File: config.mk
export PLATFORM = sky130hd
export DESIGN_NAME = sevs_isqrt
export DESIGN_NICKNAME = d
export VERILOG_FILES = /design/src/sv/smagorinsky_eddy_viscosity_stencil_defines.svh /design/src/sv/sevs_pkg.sv /design/src/sv/sevs_isqrt.sv
export SDC_FILE = /design/constraint.sdc
export NUM_CORES = 1
export LEC_CHECK = 0
export ABC_AREA = 1
export BUFFER_PORTS_ARGS = -buffer_cell sky130_fd_sc_hd__buf_4
export CORE_MARGIN = 2
export CORE_UTILIZATION = 54
export DETAILED_ROUTE_END_ITERATION = 12
export PLACE_DENSITY_LB_ADDON = 0.08
export SYNTH_ARGS = -nofsm -noshare
export SYNTH_HDL_FRONTEND = slang
export SYNTH_SLANG_ARGS = --single-unit
File: constraint.sdc
create_clock -name aclk -period 7.52 [get_ports aclk]
set_clock_uncertainty 0.1 [all_clocks]
set_input_delay 0.376 -clock aclk [delete_from_list [all_inputs] [get_ports aclk]]
set_output_delay 0.376 -clock aclk [all_outputs]
set_load 0.03 [all_outputs]
File: src/sv/smagorinsky_eddy_viscosity_stencil_defines.svh
// ============================================================================
// Smagorinsky eddy viscosity stencil: assertion macros
// Shared helpers for the concurrent checks of the stencil block.
// ============================================================================
`ifndef SMAGORINSKY_EDDY_VISCOSITY_STENCIL_DEFINES_SVH
`define SMAGORINSKY_EDDY_VISCOSITY_STENCIL_DEFINES_SVH

// Same-cycle implication, disabled during reset.
`define SEVS_ASSERT_NOW(label, clk, rstn, ante, cons, msg) \
    label: assert property (@(posedge clk) disable iff (!rstn) (ante) |-> (cons)) \
        else $error(msg);

// Next-cycle implication, disabled during reset.
`define SEVS_ASSERT_NEXT(label, clk, rstn, ante, cons, msg) \
    label: assert property (@(posedge clk) disable iff (!rstn) (ante) |=> (cons)) \
        else $error(msg);

`endif

File: src/sv/sevs_pkg.sv
// ============================================================================
// sevs_pkg
// Shared constants and unit interface types of the eddy viscosity stencil.
// ============================================================================
`default_nettype none

package sevs_pkg;

    // Grid limits and derived widths.
    localparam int MAX_NX      = 256;
    localparam int MAX_NY      = 64;
    localparam int MAX_NZ      = 64;
    localparam int X_W         = $clog2(MAX_NX);
    localparam int Y_W         = $clog2(MAX_NY);
    localparam int Z_W         = $clog2(MAX_NZ);
    localparam int ADDR_W      = 1 + Y_W + Z_W;
    localparam int STORE_DEPTH = 2 * MAX_NY * MAX_NZ;

    // Field widths.
    localparam int VEL_W  = 32;
    localparam int WORD_W = 3 * VEL_W;
    localparam int SPC_W  = 32;
    localparam int NUT_W  = 48;

    // Gradient divider request and status.
    typedef struct packed {
        logic               start;
        logic signed [32:0] diff;
        logic [31:0]        den;
    } div_req_t;

    typedef struct packed {
        logic               busy;
        logic               sat;
        logic signed [31:0] quot;
    } div_stat_t;

    // Square root unit request and status.
    typedef struct packed {
        logic        start;
        logic [63:0] value;
    } sqrt_req_t;

    typedef struct packed {
        logic        busy;
        logic [31:0] root;
    } sqrt_stat_t;

    // Cube root unit request and status.
    typedef struct packed {
        logic        start;
        logic [31:0] a;
        logic [31:0] b;
        logic [31:0] c;
    } cbrt_req_t;

    typedef struct packed {
        logic        busy;
        logic [31:0] root;
    } cbrt_stat_t;

endpackage

`default_nettype wire

File: src/sv/sevs_isqrt.sv
// ============================================================================
// sevs_isqrt
// Digit-by-digit integer square root of a 64-bit value, one bit per cycle.
// ============================================================================
`default_nettype none

module sevs_isqrt (
    input  wire logic                aclk,
    input  wire logic                aresetn,
    input  wire sevs_pkg::sqrt_req_t req,
    output sevs_pkg::sqrt_stat_t     stat
);

    logic        busy_reg;
    logic [5:0]  cnt_reg;
    logic [63:0] val_reg;
    logic [35:0] rem_reg;
    logic [31:0] root_reg;

    logic [35:0] rem_sh;
    logic [35:0] trial;

    always_comb begin
        rem_sh = {rem_reg[33:0], val_reg[63:62]};
        trial  = {2'b0, root_reg, 2'b01};
    end

    // Two radicand bits enter per cycle; one root bit leaves.
    always_ff @(posedge aclk) begin
        if (!aresetn) begin
            busy_reg <= 1'b0;
            cnt_reg  <= '0;
        end else if (req.start) begin
            busy_reg <= 1'b1;
            val_reg  <= req.value;
            rem_reg  <= '0;
            root_reg <= '0;
            cnt_reg  <= 6'd32;
        end else if (busy_reg) begin
            val_reg <= {val_reg[61:0], 2'b00};
            if (rem_sh >= trial) begin
                rem_reg  <= rem_sh - trial;
                root_reg <= {root_reg[30:0], 1'b1};
            end else begin
                rem_reg  <= rem_sh;
                root_reg <= {root_reg[30:0], 1'b0};
            end
            cnt_reg <= cnt_reg - 6'd1;
            if (cnt_reg == 6'd1) begin
                busy_reg <= 1'b0;
            end
        end
    end

    assign stat.busy = busy_reg;
    assign stat.root = root_reg;

endmodule

`default_nettype wire

==> summary.txt <==
Status
  – Status: complete, no violations

GRT
  – Number of global-route vias before repair: 6602
  – Overflow after GRT: 0
  – Global-route wire length before repair: 31600 um
  – Largest net degree at the start of global routing: 99
  – Initial antenna violation count: 0
  – Tot GR Track Use: 24.1%

Synthesis
  – Synth warn: 0
  – Seq/Total Area, Yosys: between 40% and 50%
  – Synthesized instance count: 1139
  – Yosys cell types: 36
  – Net Count, Synth: 1242
  – Cell area after synthesis: 8520 sq um
  – Synthesized area per cell: around 7.5 sq um
  – Top cell type's share of synthesized area: around 46%
  – Largest area contributor in the netlist: edfxtp_1
  – Synth Register Bits: approximately 140
  – Top post-synthesis cells by area: edfxtp_1 (46%), nand2_1 (23%), inv_1 (7.0%)

Timing
  – Crit share post-route: between 40 and 50%
  – Rel. slew slack: 33.6%
  – Setup TNS: 0 ps
  – Max-slew violation count: 0
  – Final hold vios: 0
  – Post-layout min period: between 3000 and 4000 ps
  – Max Fclk: around 330 MHz
  – RSZ-0062 raised after global routing: false
  – Tightest Pin Transition: 996 ps
  – Setup-failing EPs final: 0

Final layout
  – # fillers: 1407
  – Largest register FFs: 64
  – Nets: ~1300
  – Layout cells sized above 1: between 10 and 15%
  – ANT cells: 0
  – Post-route insts no fill: 1458
  – Area grow syn2layout: 18.1%

Pwr
  – Tot Pwr: 2390 uW
  – P per Cell Area: 238 nW/um^2
  – Maximum vdd drop: between 0.0002 and 0.0003 V
  – P_leak: 0.00517 uW

Placement
  – PortBufs: 99
  – Dpl hpwl: 13600 um
  – Routability cong.: 0.982
  – DP Cell Count: 1426

Die
  – CORE AREA: 15300 sq um
  – Die Span Y: 130 um
  – IO Pins: 100
  – Die Width: approximately 130 um
  – Initial Utilization: between 50% and 60%
  – Std-Cell Rows: 45
  – Die Area: between 15000 and 20000 sq um

Routing
  – DR iter-0 viols: roughly 480
  – Vias/cell: 4.84
  – Routed Antenna Nets: 0
  – DRT Pass-1 Iters: 5
  – WL/cell: 13.1 um
  – Routed WL: 19100 um
  – DR vias: 7062
  – # DRC: 0

Setup path
  – CP Class: flop to flop
  – Arr. time, crit path: 3100 ps
  – WP data required: 7600 ps
  – CP max FO: 42
  – Worst Reg-to-Reg Cells: 11
  – Worst setup EP type: flop
  – Startpoint Class: flop

Clock network
  – TritonCTS clock tree: yes
  – # hold bufs at CTS: 0
  – Post-CTS setup buffer count: 0
  – Post-CTS Resized: 0
  – Clk_lat worst skew: 430 ps
  – Num CTS Buffers: 17
  – Root buffer cell: clkbuf_16
  – Worst-path clk slew: 60 ps
  – Clk sinks: 137
  – H-Tree Level Count: 4
  – CTS max path bufs: 2

Min path
  – Worst min path class: input port to flop
  – Hold Path Stages: 3

Run
  – Number of max-cap violations: 0
## kinds of logic (layout without fill, tap and decap cells)
| logic type | count (synthesis) | in the layout | synth area share, % |
|---|---|---|---|
| simple gates | 719 | 719 | 34.0 |
| buf+inv | 193 | 301 | 9.07 |
| flops | 137 | 137 | 47.5 |
| fa+ha+maj | 36 | 36 | 5.29 |
| compound gates | 35 | 35 | 2.26 |
| xor+xnor | 19 | 19 | 1.95 |
## power by group
| part | switching [uW] | internal, uW | total [uW] |
|---|---|---|---|
| Combinational | 358 | 200 | 558 |
| Clock | 354 | 540 | 894 |
| Sequential | 28.5 | 914 | 943 |
| Total | 741 | 1650 | 2390 |
## routing by layer
metal / global-route usage (%) / vias to the layer above / routed length (um)
li1: - / 3707 / -
met1: 32.2 / 3167 / 8860
met2: 39.2 / 159 / 9020
met3: 6.03 / 29 / 941
met4: 6.96 / 0 / 319
met5: 0 / - / 0
## stage by stage
stage	utilization, %	hold WS (ps)	cell area [sq um]	setup WS (ps)
6_report	65.7	104	10100	4500
3_3_place_gp	61.6	380	9440	4470
3_5_place_dp	61.6	381	9440	4520
4_1_cts	65.7	92.1	10100	4470
5_1_grt	65.7	109	10100	4220
2_1_floorplan	-	361	8530	2460
## worst max-delay path: stages (launching register included)
cell and delay (ps):
edfxtp_1 430, ha_1 370, nand2_1 120, nor2_2 180, nand2_1 140, nor2_2 140
nand3_1 120, nand4_4 390, buf_4 490, nand2_1 120, nand2_1 80, nor2_1 50
## worst paths after layout
kind                              from                   endpoint  slack, ps
min                             req[0]   val_reg[0]$_SDFFCE_PN0P_        100
min reg2reg    cnt_reg[0]$_SDFFE_PP0P_    cnt_reg[0]$_SDFFE_PP0P_        390
max          rem_reg[13]$_SDFFCE_PP0P_  rem_reg[30]$_SDFFCE_PP0P_       4500
max reg2reg  rem_reg[13]$_SDFFCE_PP0P_  rem_reg[30]$_SDFFCE_PP0P_       4500
## cells in the mapped netlist (all sizes together)
library cell and count:
dfxtp 7, and3 3, o21a 1, a31oi 2, nand3b 11, nand2 527
xor2 2, nor2 141, inv 164, clkbuf 18, o21ai 4, a211oi 1
buf 11, or2 1, ha 36, xnor2 17, and2 4, a21oi 23
o21bai 3, edfxtp 130, nand4 4, nor3 5, a21boi 1, nor3b 1
nand3 19, nor4 2, or3 1
## layout by cell type (no fill, tap or decap), types with 4 or more instances in the layout
| master | n |
|---|---|
| xnor2_1 | 17 |
| clkbuf_16 | 17 |
| a21oi_1 | 22 |
| o21ai_0 | 4 |
| dfxtp_1 | 7 |
| nand3_1 | 19 |
| nand3b_1 | 11 |
| and2_1 | 4 |
| buf_4 | 105 |
| ha_1 | 36 |
| nand2_1 | 524 |
| inv_1 | 159 |
| nor3_1 | 5 |
| edfxtp_1 | 130 |
| inv_2 | 5 |
| nor2_1 | 115 |
| nor2_2 | 25 |
## area by class of cell
| class | count | area [sq um] | share of cell area [%] |
|---|---|---|---|
| clock buffer | 18 | 439 | 4.36 |
| clock inverter | 14 | 188 | 1.86 |
| inverter | 164 | 616 | 6.12 |
| multi-input combinational | 809 | 3720 | 37.0 |
| sequential | 137 | 4040 | 40.2 |
| tap | 211 | 264 | 2.62 |
| timing repair buffer | 105 | 788 | 7.83 |
No activity file was read; power rests on OpenSTA's default activity.
