$ cat src/sv/smagorinsky_eddy_viscosity_stencil_defines.svh
// ============================================================================
// Smagorinsky eddy viscosity stencil: assertion macros
// Shared helpers for the concurrent checks of the stencil block.
// ============================================================================
`ifndef SMAGORINSKY_EDDY_VISCOSITY_STENCIL_DEFINES_SVH
`define SMAGORINSKY_EDDY_VISCOSITY_STENCIL_DEFINES_SVH

// Same-cycle implication, disabled during reset.
`define SEVS_ASSERT_NOW(label, clk, rstn, ante, cons, msg) \
    label: assert property (@(posedge clk) disable iff (!rstn) (ante) |-> (cons)) \
        else $error(msg);

// Next-cycle implication, disabled during reset.
`define SEVS_ASSERT_NEXT(label, clk, rstn, ante, cons, msg) \
    label: assert property (@(posedge clk) disable iff (!rstn) (ante) |=> (cons)) \
        else $error(msg);

`endif

$ cat src/sv/sevs_pkg.sv
// ============================================================================
// sevs_pkg
// Shared constants and unit interface types of the eddy viscosity stencil.
// ============================================================================
`default_nettype none

package sevs_pkg;

    // Grid limits and derived widths.
    localparam int MAX_NX      = 256;
    localparam int MAX_NY      = 64;
    localparam int MAX_NZ      = 64;
    localparam int X_W         = $clog2(MAX_NX);
    localparam int Y_W         = $clog2(MAX_NY);
    localparam int Z_W         = $clog2(MAX_NZ);
    localparam int ADDR_W      = 1 + Y_W + Z_W;
    localparam int STORE_DEPTH = 2 * MAX_NY * MAX_NZ;

    // Field widths.
    localparam int VEL_W  = 32;
    localparam int WORD_W = 3 * VEL_W;
    localparam int SPC_W  = 32;
    localparam int NUT_W  = 48;

    // Gradient divider request and status.
    typedef struct packed {
        logic               start;
        logic signed [32:0] diff;
        logic [31:0]        den;
    } div_req_t;

    typedef struct packed {
        logic               busy;
        logic               sat;
        logic signed [31:0] quot;
    } div_stat_t;

    // Square root unit request and status.
    typedef struct packed {
        logic        start;
        logic [63:0] value;
    } sqrt_req_t;

    typedef struct packed {
        logic        busy;
        logic [31:0] root;
    } sqrt_stat_t;

    // Cube root unit request and status.
    typedef struct packed {
        logic        start;
        logic [31:0] a;
        logic [31:0] b;
        logic [31:0] c;
    } cbrt_req_t;

    typedef struct packed {
        logic        busy;
        logic [31:0] root;
    } cbrt_stat_t;

endpackage

`default_nettype wire

$ cat src/sv/sevs_cbrt.sv
// ============================================================================
// sevs_cbrt
// Exact integer cube root of a*b*c, one root bit per trial round (SQ, CLO, CHI, CMP).
// ============================================================================
`default_nettype none

module sevs_cbrt (
    input  wire logic                aclk,
    input  wire logic                aresetn,
    input  wire sevs_pkg::cbrt_req_t req,
    output sevs_pkg::cbrt_stat_t     stat
);

    typedef enum logic [3:0] {
        CB_IDLE, CB_AB, CB_PLO, CB_PHI, CB_PSUM, CB_SQ, CB_CLO, CB_CHI, CB_CMP
    } cb_state_t;

    cb_state_t   state_reg;
    logic [31:0] a_reg;
    logic [31:0] b_reg;
    logic [31:0] c_reg;
    logic [63:0] mul_reg;
    logic [63:0] hold_reg;
    logic [63:0] acc_reg;
    logic [95:0] prod_reg;
    logic [31:0] w_reg;
    logic [4:0]  bit_reg;

    logic [31:0] trial;
    logic [31:0] mul_a;
    logic [31:0] mul_b;
    logic [95:0] cube;

    always_comb begin
        trial = w_reg | (32'd1 << bit_reg);
        cube  = {mul_reg, 32'd0} + {32'd0, acc_reg};
    end

    // Operand select for the shared 32x32 multiplier.
    always_comb begin
        case (state_reg)
            CB_AB:   begin mul_a = a_reg;          mul_b = b_reg; end
            CB_PLO:  begin mul_a = mul_reg[31:0];  mul_b = c_reg; end
            CB_PHI:  begin mul_a = hold_reg[63:32]; mul_b = c_reg; end
            CB_SQ:   begin mul_a = trial;          mul_b = trial; end
            CB_CLO:  begin mul_a = mul_reg[31:0];  mul_b = trial; end
            CB_CHI:  begin mul_a = hold_reg[63:32]; mul_b = trial; end
            default: begin mul_a = '0;             mul_b = '0;    end
        endcase
    end

    always_ff @(posedge aclk) begin
        mul_reg <= mul_a * mul_b;
    end

    // Build the product once, then test one trial root bit per round.
    always_ff @(posedge aclk) begin
        if (!aresetn) begin
            state_reg <= CB_IDLE;
        end else begin
            case (state_reg)
                CB_IDLE: begin
                    if (req.start) begin
                        a_reg     <= req.a;
                        b_reg     <= req.b;
                        c_reg     <= req.c;
                        state_reg <= CB_AB;
                    end
                end
                CB_AB: begin
                    state_reg <= CB_PLO;
                end
                CB_PLO: begin
                    hold_reg  <= mul_reg;
                    state_reg <= CB_PHI;
                end
                CB_PHI: begin
                    acc_reg   <= mul_reg;
                    state_reg <= CB_PSUM;
                end
                CB_PSUM: begin
                    prod_reg  <= cube;
                    w_reg     <= '0;
                    bit_reg   <= 5'd31;
                    state_reg <= CB_SQ;
                end
                CB_SQ: begin
                    state_reg <= CB_CLO;
                end
                CB_CLO: begin
                    hold_reg  <= mul_reg;
                    state_reg <= CB_CHI;
                end
                CB_CHI: begin
                    acc_reg   <= mul_reg;
                    state_reg <= CB_CMP;
                end
                CB_CMP: begin
                    if (cube <= prod_reg) begin
                        w_reg <= trial;
                    end
                    if (bit_reg == 5'd0) begin
                        state_reg <= CB_IDLE;
                    end else begin
                        bit_reg   <= bit_reg - 5'd1;
                        state_reg <= CB_SQ;
                    end
                end
                default: begin
                    state_reg <= CB_IDLE;
                end
            endcase
        end
    end

    assign stat.busy = (state_reg != CB_IDLE);
    assign stat.root = w_reg;

endmodule

`default_nettype wire

$ cat config.mk
export PLATFORM = sky130hd
export DESIGN_NAME = sevs_cbrt
export DESIGN_NICKNAME = d
export VERILOG_FILES = /design/src/sv/smagorinsky_eddy_viscosity_stencil_defines.svh /design/src/sv/sevs_pkg.sv /design/src/sv/sevs_cbrt.sv
export SDC_FILE = /design/constraint.sdc
export NUM_CORES = 2
export LEC_CHECK = 0
export BUFFER_PORTS_ARGS = -buffer_cell sky130_fd_sc_hd__buf_2
export CORE_ASPECT_RATIO = 0.6
export CORE_MARGIN = 1
export CORE_UTILIZATION = 45
export DETAILED_ROUTE_END_ITERATION = 8
export PLACE_DENSITY = 0.7
export SLEW_MARGIN = 20
export SYNTH_ARGS = -nofsm -noshare
export SYNTH_HDL_FRONTEND = slang
export SYNTH_SLANG_ARGS = --single-unit
$ cat constraint.sdc
create_clock -name aclk -period 12.4 [get_ports aclk]
set_input_delay 1.24 -clock aclk [delete_from_list [all_inputs] [get_ports aclk]]
set_output_delay 1.24 -clock aclk [all_outputs]
set_load 0.01 [all_outputs]
==> impl_metrics.py <==
metrics = {
    "logic_synthesis": {
        "synth_edf_count": 325,
        "synth_area_um2": 50310,
        "synth-seq-cells": 393,
        "yosysUniqueCellTypes": 78,
        "async_reset_ff_share_pct": 0,
        "yosysWarnings": 0,
        "syn-num-nets": 6595,
        "synthCells": 5203,
        "syn_area_per_cell_um2": 9.669,
        "ys_seq_area_share_pct": 22.11,
        "synthFlopType": "edfxtp_1",
    },
    "floorplan": {
        "dieWidth_um": 433.7,
        "start_util_pct": 45.65,
        "die_y_um": 261.0,
        "die_area_um2": 113200,
        "rows": 94,
        "core_um2": 110200,
        "io_pins": 132,
    },
    "cells_and_area": {
        "postLayoutCoreUtil_pct": 49.48,
        "synthToLayoutAreaGrowth_pct": 8.381,
        "fillers": 10140,
        "largest_reg_flops": 96,
        "drive_above_1_share_pct": 7.359,
        "layout_commonest_cell": "inv_1",
        "final_cell_mix": "inv_1 (1054), fa_1 (897), nor2_1 (658), nand2_1 (594), ha_1 (396)",
        "nets": 6645,
    },
    "setup_path": {
        "cp-end-kind": "flip-flop",
        "slowest_delay_ns": 0.88,
        "critical_path_class": "reg -> reg",
        "cp_common_cell": "fa_1",
        "arrival_ns": 11.57,
        "cp.required_ns": 12.95,
        "cp-start-kind": "flip-flop",
        "crit_fanout": 20,
        "slowest_stage": "o41ai_1",
    },
    "clock_tree": {
        "cts_tree": "built",
        "cts_made_buffers": 41,
        "clk_latency_ns": 0.65,
        "clock-sinks": 393,
        "htreeDepth": 2,
        "root_buffer": "clkbuf_16",
        "cts-hold-fix-buffers": 0,
        "postCtsSetupRepairBufs": 0,
        "clkTransAtPathRegs_ns": 0.10,
        "ctsResizeCount": 0,
        "clockBufferDepth": 3,
    },
    "grt": {
        "grt_pass1_wl_mm": 264.8,
        "overflow": 0,
        "grt_pass1_vias": 38860,
        "grt_start_max_net_pins": 65,
        "antenna_found_initial": 12,
        "track_usage_pct": 32.62,
    },
    "drt": {
        "wl_per_cell_um": 26.74,
        "via_count": 39070,
        "finalWirelength_mm": 181.3,
        "ant_nets": 0,
        "first_pass_iters": 8,
        "via_per_inst": 5.764,
        "drcViolationCount": 0,
        "drt_iter0_markers": 5638,
    },
    "power_and_ir_drop": {
        "powerDensity_nw_per_um2": 207.8,
        "p_total_mw": 11.33,
        "p_leak_nw": 25.98,
        "worst_ir_drop_vdd_mv": 0.1889,
    },
    "placed_design": {
        "io_buffers": 131,
        "place.gp.congestion": 1.076,
        "dp_hpwl_mm": 146.9,
    },
    "sta": {
        "relSlewSlack_pct": 14.00,
        "finalSetupTns_ns": 0,
        "finalMaxSlewViolations": 0,
        "tightest_slew_ns": 1.290,
        "fin_crit_sh_pct": 88.94,
        "rsz0062_at_grt": "no",
        "post-route-min-period_ns": 11.03,
        "fin_hold_ws_ns": 0.4493,
        "finClkSkew_ns": 0.04981,
        "setup_viol": 0,
        "hold_viol_final": 0,
        "fmax_mhz": 90.67,
    },
    "run": {
        "max_cap_violations": 0,
    },
    "status": {
        "outcome": "finished clean",
    },
    "min_path": {
        "min_path_type": "reg -> reg",
    },
}
per-layer routing:
layer / global-route usage (%) / vias up / share of wire, %
met5: 0.4098 / - / 0.056
met4: 11.16 / 10 / 4.3
met3: 17.41 / 401 / 19
met2: 40.73 / 3006 / 36
met1: 46.94 / 19290 / 41
li1: - / 16360 / -
worst paths after layout:
kind,from,endpoint,slack [ns],cells past startpoint
setup / recovery,state_reg[1]$_SDFFE_PN0P_,mul_reg[56]$_DFF_P_,1.37,28
hold / removal,acc_reg[11]$_DFFE_PP_,prod_reg[11]$_DFFE_PP_,0.45,0
setup reg to reg,state_reg[1]$_SDFFE_PN0P_,mul_reg[56]$_DFF_P_,1.37,28
hold reg to reg,acc_reg[11]$_DFFE_PP_,prod_reg[11]$_DFFE_PP_,0.45,0
cell families (layout without fill, tap and decap cells):
| kind of cell | count (synthesis) | in the layout | synth area share [%] |
|---|---|---|---|
| other cells | 0 | 4 | 0 |
| mux | 2 | 2 | 0.04228 |
| xor+xnor | 122 | 122 | 2.124 |
| fa+ha+maj | 1293 | 1293 | 45.54 |
| flops | 393 | 393 | 22.11 |
| compound gates | 616 | 616 | 8.322 |
| simple gates | 1478 | 1478 | 12.12 |
| buf+inv | 1299 | 1382 | 9.742 |
layout make-up:
class                           instances  area [µm²]  share of cell area [%]
Clock buffer                           48        1105                   2.026
Inverter                             1054        3956                   7.256
Timing Repair Buffer                  252        1613                   2.958
Tap cell                             1488        1862                   3.415
Clock inverter                         28       314.1                  0.5760
Multi-Input combinational cell       3511       34540                   63.36
Antenna cell                            4       10.01                 0.01836
Sequential cell                       393       11120                   20.40
per-stage QoR:
step / area, µm² / cells / setup slack (ns)
2_1_floorplan: 50310 / 5203 / 3.470
3_3_place_gp: 53010 / 6696 / 1.616
3_5_place_dp: 53010 / 6696 / 1.530
4_1_cts: 54430 / 6772 / 1.487
5_1_grt: 54510 / 6774 / 1.071
6_report: 54520 / 6778 / 1.372
synth_stat cells, types with 6 or more instances:
| cell | number | share of area (%) |
|---|---|---|
| clkbuf_1 | 210 | 1.6 |
| inv_1 | 1054 | 7.9 |
| and2_1 | 16 | 0.20 |
| a21boi_0 | 8 | 0.12 |
| nand2_1 | 594 | 4.4 |
| a21o_1 | 111 | 1.7 |
| o21ai_0 | 76 | 0.76 |
| o211ai_1 | 6 | 0.090 |
| xor2_1 | 49 | 0.85 |
| nand2b_1 | 15 | 0.19 |
| xnor2_1 | 73 | 1.3 |
| o21ai_1 | 35 | 0.35 |
| buf_1 | 27 | 0.20 |
| ha_1 | 396 | 9.8 |
| nand4_1 | 49 | 0.61 |
| nor2b_1 | 26 | 0.32 |
| nand3_1 | 34 | 0.34 |
| o21bai_1 | 13 | 0.19 |
| and4_1 | 15 | 0.26 |
| nor2_1 | 659 | 4.9 |
| o2111ai_1 | 17 | 0.30 |
| o21a_1 | 59 | 0.88 |
| a22oi_1 | 32 | 0.48 |
| o2111a_1 | 16 | 0.36 |
| and3_1 | 22 | 0.27 |
| a222oi_1 | 16 | 0.32 |
| o31ai_1 | 6 | 0.090 |
| edfxtp_1 | 325 | 19 |
| a31oi_1 | 33 | 0.41 |
| nor3_1 | 27 | 0.27 |
| a21oi_1 | 139 | 1.4 |
| nor4_1 | 6 | 0.075 |
| dfxtp_1 | 68 | 2.7 |
| fa_1 | 897 | 36 |
worst max-delay path, delay by kind of cell, from the launching register on:
kind	cells	cell delay (ns)
fa+ha+maj	9	4.43
simple gates	5	1.45
compound gates	10	3.47
buf+inv	4	0.90
flops	1	0.65
power breakdown:
part / internal, mW / switching [mW]
registers: 1.71 / 0.294
logic: 2.67 / 5.32
clock network: 0.703 / 0.624
total: 5.09 / 6.24
No activity file was read; power rests on OpenSTA's default activity.
