`config.mk`:
```
export PLATFORM = sky130hd
export DESIGN_NAME = sevs_grad_div
export DESIGN_NICKNAME = d
export VERILOG_FILES = /design/src/sv/smagorinsky_eddy_viscosity_stencil_defines.svh /design/src/sv/sevs_pkg.sv /design/src/sv/sevs_grad_div.sv
export SDC_FILE = /design/constraint.sdc
export NUM_CORES = 1
export LEC_CHECK = 0
export BUFFER_PORTS_ARGS = -buffer_cell sky130_fd_sc_hd__buf_2
export CELL_PAD_IN_SITES_DETAIL_PLACEMENT = 1
export CELL_PAD_IN_SITES_GLOBAL_PLACEMENT = 1
export CORE_MARGIN = 10
export CORE_UTILIZATION = 42
export CTS_CLUSTER_DIAMETER = 80
export CTS_CLUSTER_SIZE = 8
export DETAILED_ROUTE_END_ITERATION = 10
export MAX_ROUTING_LAYER = met4
export PLACE_DENSITY_LB_ADDON = 0.08
export SLEW_MARGIN = 15
export SYNTH_ARGS = -nofsm -noshare
export SYNTH_HDL_FRONTEND = slang
export SYNTH_SLANG_ARGS = --single-unit
```
`constraint.sdc`:
```
create_clock -name aclk -period 9.9 [get_ports aclk]
set_input_delay 1.98 -clock aclk [delete_from_list [all_inputs] [get_ports aclk]]
set_output_delay 1.98 -clock aclk [all_outputs]
set_load 0.005 [all_outputs]
```
`src/sv/smagorinsky_eddy_viscosity_stencil_defines.svh`:
```
// ============================================================================
// Smagorinsky eddy viscosity stencil: assertion macros
// Shared helpers for the concurrent checks of the stencil block.
// ============================================================================
`ifndef SMAGORINSKY_EDDY_VISCOSITY_STENCIL_DEFINES_SVH
`define SMAGORINSKY_EDDY_VISCOSITY_STENCIL_DEFINES_SVH

// Same-cycle implication, disabled during reset.
`define SEVS_ASSERT_NOW(label, clk, rstn, ante, cons, msg) \
    label: assert property (@(posedge clk) disable iff (!rstn) (ante) |-> (cons)) \
        else $error(msg);

// Next-cycle implication, disabled during reset.
`define SEVS_ASSERT_NEXT(label, clk, rstn, ante, cons, msg) \
    label: assert property (@(posedge clk) disable iff (!rstn) (ante) |=> (cons)) \
        else $error(msg);

`endif

```
`src/sv/sevs_pkg.sv`:
```
// ============================================================================
// sevs_pkg
// Shared constants and unit interface types of the eddy viscosity stencil.
// ============================================================================
`default_nettype none

package sevs_pkg;

    // Grid limits and derived widths.
    localparam int MAX_NX      = 256;
    localparam int MAX_NY      = 64;
    localparam int MAX_NZ      = 64;
    localparam int X_W         = $clog2(MAX_NX);
    localparam int Y_W         = $clog2(MAX_NY);
    localparam int Z_W         = $clog2(MAX_NZ);
    localparam int ADDR_W      = 1 + Y_W + Z_W;
    localparam int STORE_DEPTH = 2 * MAX_NY * MAX_NZ;

    // Field widths.
    localparam int VEL_W  = 32;
    localparam int WORD_W = 3 * VEL_W;
    localparam int SPC_W  = 32;
    localparam int NUT_W  = 48;

    // Gradient divider request and status.
    typedef struct packed {
        logic               start;
        logic signed [32:0] diff;
        logic [31:0]        den;
    } div_req_t;

    typedef struct packed {
        logic               busy;
        logic               sat;
        logic signed [31:0] quot;
    } div_stat_t;

    // Square root unit request and status.
    typedef struct packed {
        logic        start;
        logic [63:0] value;
    } sqrt_req_t;

    typedef struct packed {
        logic        busy;
        logic [31:0] root;
    } sqrt_stat_t;

    // Cube root unit request and status.
    typedef struct packed {
        logic        start;
        logic [31:0] a;
        logic [31:0] b;
        logic [31:0] c;
    } cbrt_req_t;

    typedef struct packed {
        logic        busy;
        logic [31:0] root;
    } cbrt_stat_t;

endpackage

`default_nettype wire

```
`src/sv/sevs_grad_div.sv`:
```
// ============================================================================
// sevs_grad_div
// Bit-serial divider forming one clipped gradient (diff * 2^23) / spacing.
// ============================================================================
`default_nettype none

module sevs_grad_div (
    input  wire logic                aclk,
    input  wire logic                aresetn,
    input  wire sevs_pkg::div_req_t  req,
    output sevs_pkg::div_stat_t      stat
);

    localparam logic [30:0] GRAD_MAX = '1;

    logic               busy_reg;
    logic               neg_reg;
    logic               sat_reg;
    logic [4:0]         cnt_reg;
    logic [31:0]        den_reg;
    logic [31:0]        rem_reg;
    logic [30:0]        low_reg;
    logic [30:0]        q_reg;
    logic signed [31:0] quot_reg;

    logic [32:0] mag;
    logic [31:0] den_eff;
    logic [31:0] head;
    logic [32:0] trial;
    logic        take;
    logic [30:0] q_new;

    // Operand magnitude, zero divisor counted as one LSB.
    always_comb begin
        mag     = req.diff[32] ? 33'(-req.diff) : 33'(req.diff);
        den_eff = (req.den == 32'd0) ? 32'd1 : req.den;
        head    = {7'd0, mag[32:8]};
        trial   = {rem_reg, low_reg[30]};
        take    = trial >= {1'b0, den_reg};
        q_new   = {q_reg[29:0], take};
    end

    // Overflow is found up front; otherwise one quotient bit per cycle.
    always_ff @(posedge aclk) begin
        if (!aresetn) begin
            busy_reg <= 1'b0;
            cnt_reg  <= '0;
        end else if (req.start) begin
            neg_reg <= req.diff[32];
            den_reg <= den_eff;
            if (head >= den_eff) begin
                busy_reg <= 1'b0;
                sat_reg  <= 1'b1;
                quot_reg <= req.diff[32] ? -$signed({1'b0, GRAD_MAX})
                                         : $signed({1'b0, GRAD_MAX});
            end else begin
                busy_reg <= 1'b1;
                sat_reg  <= 1'b0;
                rem_reg  <= head;
                low_reg  <= {mag[7:0], 23'd0};
                q_reg    <= '0;
                cnt_reg  <= 5'd31;
            end
        end else if (busy_reg) begin
            rem_reg <= take ? 32'(trial - {1'b0, den_reg}) : trial[31:0];
            low_reg <= {low_reg[29:0], 1'b0};
            q_reg   <= q_new;
            cnt_reg <= cnt_reg - 5'd1;
            if (cnt_reg == 5'd1) begin
                busy_reg <= 1'b0;
                quot_reg <= neg_reg ? -$signed({1'b0, q_new}) : $signed({1'b0, q_new});
            end
        end
    end

    assign stat.busy = busy_reg;
    assign stat.sat  = sat_reg;
    assign stat.quot = quot_reg;

endmodule

`default_nettype wire

```
==> results.cfg, run 1 <==
[run_status]
status = completed

[timing]
max_slew_margin = 0.448
final-setup-viol-count = 0
maxSlewViolCount = 0
worst_pin_slew_ps = 828
rsz0062_at_grt = no
setup_tns_ps = 0
finalCritPeriodShare = 0.709
period_needed_ps = 7020
hold_violations = 0
timing.fmax_mhz = 142
finClkSkew_ps = 12.5

[clocking]
htreeDepth = 4
cts_root_buf = clkbuf_16
cts_resized = 0
cts.path.max_buffers = 2
cts.sinks = 142
clk_pin_slew_worst_paths_ps = 60
post_cts_buffers = 0
cts_buffers = 17
tritoncts = done
postCtsHoldBufs = 0
clkLatencyLatePin_ps = 440

[yosys]
yosysMostFrequentCell = edfxtp_1
synth_area_per_cell_um2 = 9.48
synth.distinct_cells = 78
synthArstFlopShare = 0
ys.flop_type = edfxtp_1
yosys_warnings = 0
yosysTopAreaCellShare = 0.414
synth_largest_area_cell = edfxtp_1
synth.area.top_cells = edfxtp_1 41%, ha_1 7.7%, a21oi_1 4.1%
yosys-top-cells-count = 136 x edfxtp_1, 91 x nand2_1, 81 x a21oi_1
synth_nets = 1169
synthCells = 1039
syn-cell-area_um2 = 9850
synth_edf_count = 136
synth-seq-cells = 142
yosysSeqAreaShare = 0.427

[final_layout]
n_antenna_cell = 0
nets = 1223
syn2layout_area_growth_pct = 12.0
seq_area_um2 = 4200
multi_input_area_um2 = 4990
drive_gt1_frac = 0.152
fillers = 2647

[power_and_ir_drop]
power_mw = 1.84
ir_drop_uv = 75.4
p_per_area_nw_per_um2 = 167
power_leakage_nw = 4.35

[detailed_routing]
drc = 0
wl_per_cell_um = 20.4
vias_per_cell = 5.73
routed_wl_um = 28900
vias = 8134
first_pass_iters = 5
dr.first_iter.drc_count = 494
ant_nets = 0

[die]
io_pins = 102
dieArea_um2 = 30000
initial_utilization = 0.431
dieHeight_um = 173
dieWidth_um = 173
num_rows = 55
coreArea_um2 = 22800

[grt]
grt_pass1_wl_um = 46900
grt_pass1_vias = 8517
grt_max_degree = 66
antenna_found_initial = 0
grt_usage = 0.197
overflow = 0

[worst_setup_path]
crit_path_start_kind = input port
arrival_ps = 7090
cp_num_buf_inv = 4
cp_slowest_cell = buf_4
critPathCaptureType = flip-flop
worstPathRequired_ps = 9960
reg2reg_slack_ps = 5890
worstSetupPathType = input port to flip-flop
crit_family = simple AND/OR/NAND/NOR gates
slowest_delay_ps = 760
crit_chain = buf_2 -> or4_1 -> nor4_1 -> or2b_1 -> nand2b_4 -> o31a_1 -> xnor2_1 -> inv_1 -> ha_1 -> a21o_1 -> a21o_1 -> a21oi_1 -> o21a_1 -> o21ai_0 -> a21oi_1 -> a211oi_1 -> buf_4 -> nor3_4 -> buf_4
crit_fanout = 56

[placed_design]
io_buffers = 101
hpwl_um = 21100
gp_congestion = 0.874

[worst_hold_path]
hp-class = flip-flop to flip-flop

[job]
maxCapViolations = 0
[kinds of logic after synthesis]
| kind of cell | after synthesis | synth area share |
|---|---|---|
| multiplexers | 8 | 0.00851 |
| AND/OR/NAND/NOR | 335 | 0.174 |
| XOR/XNOR | 64 | 0.0569 |
| flip-flops | 142 | 0.427 |
| adder cells (fa/ha/maj) | 62 | 0.0795 |
| AO/OA/AOI/OAI | 271 | 0.185 |
| buffers and inverters | 157 | 0.0692 |
[final timing paths]
| kind | start | cells after the start | end |
|---|---|---|---|
| max | req[44] | 19 | rem_reg[28]$_SDFFCE_PP0P_ |
| min reg2reg | cnt_reg[3]$_SDFFE_PN0P_ | 2 | cnt_reg[3]$_SDFFE_PN0P_ |
| max reg2reg | rem_reg[11]$_DFFE_PP_ | 13 | quot_reg[28]$_DFFE_PP_ |
| min | cnt_reg[3]$_SDFFE_PN0P_ | 2 | cnt_reg[3]$_SDFFE_PN0P_ |
[stage by stage]
| stage | hold WS [ps] | util | instance area [µm²] | setup WS (ps) | std cells |
|---|---|---|---|---|---|
| 3_3_place_gp | 513 | 0.458 | 10500 | 2580 | 1386 |
| 3_5_place_dp | 516 | 0.458 | 10500 | 2410 | 1386 |
| 4_1_cts | 532 | 0.482 | 11000 | 2820 | 1418 |
| 2_1_floorplan | 469 | - | 9860 | 1620 | 1039 |
| 5_1_grt | 545 | 0.483 | 11000 | 2450 | 1419 |
| 6_report | 528 | 0.483 | 11000 | 2880 | 1419 |
[routing by layer]
| layer | track usage | up-vias | share of wire |
|---|---|---|---|
| met2 | 0.307 | 170 | 0.46 |
| met3 | 0.0359 | 16 | 0.043 |
| li1 | - | 3935 | - |
| met5 | - | - | 0 |
| met1 | 0.264 | 4013 | 0.49 |
| met4 | 0.0410 | 0 | 0.0079 |
[cell usage in the layout, fill, tap and decap left out, types with 9 or more instances in the layout]
master / n
a211oi_1: 12
a21o_1: 17
a21oi_1: 81
a31oi_1: 23
buf_2: 101
buf_4: 10
clkbuf_16: 17
edfxtp_1: 136
ha_1: 61
inv_1: 78
nand2_1: 91
nand3_1: 28
nand4_1: 10
nor2_1: 64
nor2b_1: 32
nor3_1: 28
nor4_1: 19
o21a_1: 11
o21ai_0: 33
o311ai_0: 9
o31ai_1: 18
o41ai_1: 11
xnor2_1: 34
xor2_1: 30
[power by group]
group          internal (mW)  leakage [nW]  switching (mW)  total (mW)
combinational          0.179          2.76           0.302       0.481
clock                  0.327         0.255           0.288       0.615
sequential             0.714          1.33          0.0285       0.742
total                   1.22          4.35           0.619        1.84
[worst min-delay path: stages (launching register included)]
cell	delay, ps
dfxtp_1	360
inv_1	70
a21oi_1	50
[layout make-up]
cell class | instances | share of cell area
multi-input cells | 740 | 0.452
flip-flops and latches | 142 | 0.381
inverters | 80 | 0.0272
clock inverters | 15 | 0.0113
well taps | 313 | 0.0355
clock buffers | 17 | 0.0385
repair buffers | 112 | 0.0544
Power figures use the tool's default switching activity.
==> inputs of run 2 (changes only) <==
==> constraint.sdc (replaced) <==
create_clock -name aclk -period 6.4 [get_ports aclk]
set_input_delay 1.28 -clock aclk [delete_from_list [all_inputs] [get_ports aclk]]
set_output_delay 1.28 -clock aclk [all_outputs]
set_load 0.005 [all_outputs]
==> results.cfg, run 2 (same netlist as run 1, synthesis figures left out) <==
[worst_setup_path]
reg2reg_from = rem_reg[11]$_DFFE_PP_
worstPathRequired_ps = 6500
reg2reg_slack_ps = 2450
reg2reg_to = quot_reg[30]$_DFFE_PP_
cp-startpoint = req[36]
arrival_ps = 5480
critPathCaptureType = flip-flop
crit_path_start_kind = input port
crit_fanout = 23
endpoint = rem_reg[18]$_DFFE_PP_
r2r.worst_path.cells = 13
worstSetupPathType = input port to flip-flop

[clocking]
post_cts_buffers = 0
cts_buffers = 17
postCtsHoldBufs = 0
clkLatencyLatePin_ps = 430
htreeDepth = 4
cts_resized = 0
clk_pin_slew_worst_paths_ps = 60
cts_root_buf = clkbuf_16
tritoncts = done
cts.path.max_buffers = 2
cts.sinks = 142

[detailed_routing]
wl_per_cell_um = 20.4
ant_nets = 0
vias_per_cell = 5.76
first_pass_iters = 5
dr.first_iter.drc_count = 450
routed_wl_um = 29000
vias = 8168
drc = 0

[power_and_ir_drop]
power_mw = 2.95
switching_share = 0.322
power_switching_mw = 0.951
ir_drop_uv = 159
seqPwrFrac = 0.390
clkPwrFrac = 0.357
power_leakage_nw = 4.40
combinationalPowerShare = 0.253
p_per_area_nw_per_um2 = 265
p_int_mw = 2.00

[die]
io_pins = 102
initial_utilization = 0.431
dieArea_um2 = 30000
coreArea_um2 = 22800
dieHeight_um = 173
num_rows = 55
dieWidth_um = 173

[timing]
final-setup-viol-count = 0
worst_pin_slew_ps = 1160
finClkSkew_ps = 11.4
finalCritPeriodShare = 0.841
hold_violations = 0
timing.fmax_mhz = 186
period_needed_ps = 5380
setup_ws_ps = 1020
max_slew_margin = 0.227
rsz0062_at_grt = no
maxSlewViolCount = 0
setup_tns_ps = 0

[final_layout]
stdcell_count = 1418
mostFrequentLayoutCells = 136 x edfxtp_1, 101 x buf_2, 91 x nand2_1
n_antenna_cell = 0
final_common_cell = edfxtp_1
fillers = 2676
fin_area_um2 = 11100
nets = 1222
syn2layout_area_growth_pct = 13.1
drive_gt1_frac = 0.154

[grt]
antenna_found_initial = 1
grt_usage = 0.196
grt_pass1_wl_um = 46500
overflow = 0
grt_pass1_vias = 8427
grt_max_degree = 57

[placed_design]
dp_cells = 1386
gp_congestion = 0.894
io_buffers = 101
placed_cell_area_um2 = 10500
dp_worst_setup_slack_ps = 582
hpwl_um = 21400

[worst_hold_path]
hp-class = flip-flop to flip-flop

[job]
maxCapViolations = 0

[run_status]
status = completed
-- run 2: cell count changes in the layout (fill, tap and decap cells not counted), moves of 2 or more --
cell,before,now
buf_4,10,8
clkbuf_16,17,20
clkinv_4,2,4
clkinvlp_4,5,0
inv_6,5,3
-- run 2: per-stage QoR --
stage                     hold WS, ps  utilization
after CTS                         514        0.488
after detailed placement          504        0.460
after floorplan                   469            -
after global placement            507        0.460
after global routing              553        0.488
final                             508        0.488
-- run 2: worst min-delay path by stage --
stage                                       start                       to  slack, ps  cells past startpoint
after floorplan           cnt_reg[3]$_SDFFE_PN0P_  cnt_reg[3]$_SDFFE_PN0P_        470                      2
after global placement    cnt_reg[3]$_SDFFE_PN0P_  cnt_reg[3]$_SDFFE_PN0P_        510                      2
after detailed placement  cnt_reg[4]$_SDFFE_PN0P_  cnt_reg[4]$_SDFFE_PN0P_        500                      2
after CTS                 cnt_reg[4]$_SDFFE_PN0P_  cnt_reg[4]$_SDFFE_PN0P_        510                      2
after global routing      cnt_reg[4]$_SDFFE_PN0P_  cnt_reg[4]$_SDFFE_PN0P_        550                      2
final                     cnt_reg[4]$_SDFFE_PN0P_  cnt_reg[4]$_SDFFE_PN0P_        510                      2
-- run 2: layout make-up --
type	count	area [µm²]	share of cell area
multi-input cells	740	5020	0.450
flip-flops and latches	142	4200	0.377
repair buffers	111	606	0.0543
clock buffers	21	504	0.0453
well taps	313	392	0.0351
inverters	80	300	0.0269
clock inverters	11	119	0.0107
-- run 2: metal layers --
metal	vias up	wire [µm]	global-route usage
met3	21	1130	0.0305
li1	3938	-	-
met1	4050	14400	0.267
met2	159	13200	0.300
met4	0	257	0.0478
met5	-	0	-
-- run 2: power groups by stage --
stage	clock network, mW	logic [mW]	registers, mW
after floorplan	0	0.551	1.15
after global placement	0	0.728	1.17
after detailed placement	0	0.740	1.17
after CTS	1.07	0.746	1.15
after global routing	1.11	0.835	1.16
final	1.05	0.746	1.15
-- run 2: critical path, stage by stage --
cell and delay (ps):
buf_2 120, nor4_1 510, nand3_1 260, or2b_1 330, nand2b_4 190, o31a_1 260, xnor2_1 240, inv_1 80
ha_1 290, a21o_1 180, a21o_1 170, a21oi_1 150, o21a_1 120, o21ai_0 80, a21oi_1 270, a211oi_2 250
nor3_4 310, buf_4 360
==> inputs of run 3 (changes only) <==
==> constraint.sdc (replaced) <==
create_clock -name aclk -period 4.77 [get_ports aclk]
set_input_delay 0.954 -clock aclk [delete_from_list [all_inputs] [get_ports aclk]]
set_output_delay 0.954 -clock aclk [all_outputs]
set_load 0.005 [all_outputs]
==> results.cfg, run 3 (same netlist as run 1, synthesis figures left out) <==
[final_layout]
drive_gt1_frac = 0.237
syn2layout_area_growth_pct = 22.6
fin_area_um2 = 12100
final_common_cell = edfxtp_1
n_antenna_cell = 0
fillers = 2638
stdcell_count = 1528
mostFrequentLayoutCells = 136 x edfxtp_1, 110 x buf_4, 101 x buf_2
nets = 1332

[timing]
finalCritPeriodShare = 0.960
finClkSkew_ps = 13.1
max_slew_margin = 0.240
maxSlewViolCount = 0
worst_pin_slew_ps = 1140
hold_violations = 0
final-setup-viol-count = 0
period_needed_ps = 4580
holdWs_ps = 513
timing.fmax_mhz = 218

[die]
num_rows = 55
dieArea_um2 = 30000
dieHeight_um = 173
initial_utilization = 0.431
coreArea_um2 = 22800
dieWidth_um = 173
io_pins = 102

[detailed_routing]
vias_per_cell = 5.61
ant_nets = 0
dr.first_iter.drc_count = 554
wl_per_cell_um = 19.7
vias = 8579
routed_wl_um = 30000
drc = 0
first_pass_iters = 4

[worst_setup_path]
cp_slowest_cell = or4_4
slowest_delay_ps = 560
crit_path_start_kind = input port
crit_fanout = 16
worst_path_most_repeated_cell = a21o_1
worstSetupPathType = input port to flip-flop
crit_chain = buf_2 -> or4_4 -> nor4_4 -> or3b_2 -> o31ai_2 -> xnor2_1 -> ha_1 -> a21o_1 -> a21o_1 -> a21o_1 -> a41oi_1 -> nor3_2 -> o31ai_2 -> buf_4 -> a211oi_4 -> buf_4 -> o21a_4 -> clkbuf_16
arrival_ps = 4730
critPathCaptureType = flip-flop
worstPathRequired_ps = 4920

[placed_design]
io_buffers = 101
dp_cells = 1491
gp_congestion = 0.965
placed_cell_area_um2 = 11400
hpwl_um = 22300

[power_and_ir_drop]
power_leakage_nw = 4.95
power_mw = 4.03
ir_drop_uv = 220
p_per_area_nw_per_um2 = 333

[clocking]
tritoncts = done
cts_root_buf = clkbuf_16
cts.sinks = 142
htreeDepth = 4
cts.path.max_buffers = 2
postCtsHoldBufs = 0
clkLatencyLatePin_ps = 440
cts_buffers = 17
clk_pin_slew_worst_paths_ps = 70

[grt]
grt_pass1_wl_um = 48800
grt_usage = 0.204
overflow = 0
grt_max_degree = 61
antenna_found_initial = 0
grt_pass1_vias = 8987

[worst_hold_path]
hp-class = flip-flop to flip-flop

[job]
maxCapViolations = 0

[run_status]
status = completed
==> run 3: changes by cell type in the layout (fill, tap and decap cells not counted), sizes merged <==
| cell | delta |
|---|---|
| clkinv | -5 |
| bufinv | +1 |
| buf | +108 |
| clkinvlp | +3 |
| inv | +4 |
| clkbuf | -1 |
==> run 3: metrics by stage <==
| stage | worst slack [ps] | util | TNS [ps] |
|---|---|---|---|
| floorplan | -1220 | - | -85680 |
| global placement | -307 | 0.497 | -19500 |
| finish | 191 | 0.529 | 0 |
| detailed placement | -456 | 0.497 | -34050 |
| CTS | 67.8 | 0.523 | 0 |
| global route | -8.00 | 0.529 | -48.5 |
==> run 3: power breakdown <==
group          switching [mW]  leakage, nW  internal [mW]  total, mW
combinational           0.637         3.33          0.444       1.08
clock                   0.608        0.286          0.793       1.40
sequential             0.0647         1.33           1.48       1.55
total                    1.31         4.95           2.72       4.03
==> run 3: final cells by class <==
cell class	count	area [µm²]	area share
clock buffers	18	429	0.0355
well taps	313	392	0.0324
inverters	80	300	0.0249
clock inverters	14	171	0.0142
flip-flops and latches	142	4200	0.348
multi-input cells	740	5080	0.420
repair buffers	221	1510	0.125
==> run 3: routing by layer <==
metal	global-route usage	vias to the layer above	share of wire
met2	0.317	164	0.47
met4	0.0410	0	0.0093
met3	0.0292	23	0.031
li1	-	4161	-
met1	0.278	4231	0.49
met5	-	-	0
==> run 3: critical path: cells and delay by family <==
family	cells	cell delay, ps
and+or+nand+nor	4	1510
adders and majority gates	1	190
xor gates and xnor gates	1	190
buffers and inverters	4	630
AOI/OAI and AO/OA	8	1250
==> run 3: worst paths after layout <==
path                            slack (ps)                      end  depth (start not counted)                    start
worst min register to register         510  cnt_reg[4]$_SDFFE_PN0P_                          2  cnt_reg[4]$_SDFFE_PN0P_
worst min-delay path                   510  cnt_reg[4]$_SDFFE_PN0P_                          2  cnt_reg[4]$_SDFFE_PN0P_
worst max-delay path                   190   quot_reg[10]$_DFFE_PP_                         18                  req[44]
worst max register to register         800   quot_reg[30]$_DFFE_PP_                         13    rem_reg[11]$_DFFE_PP_
==> run 3: timing repair <==
action / CTS / global route
gates resized for setup: 1 / 9
setup buffers: 0 / 3
pin swaps: 0 / 3
endpoints found under the setup margin: 6 / 103
gates cloned: 0 / 2
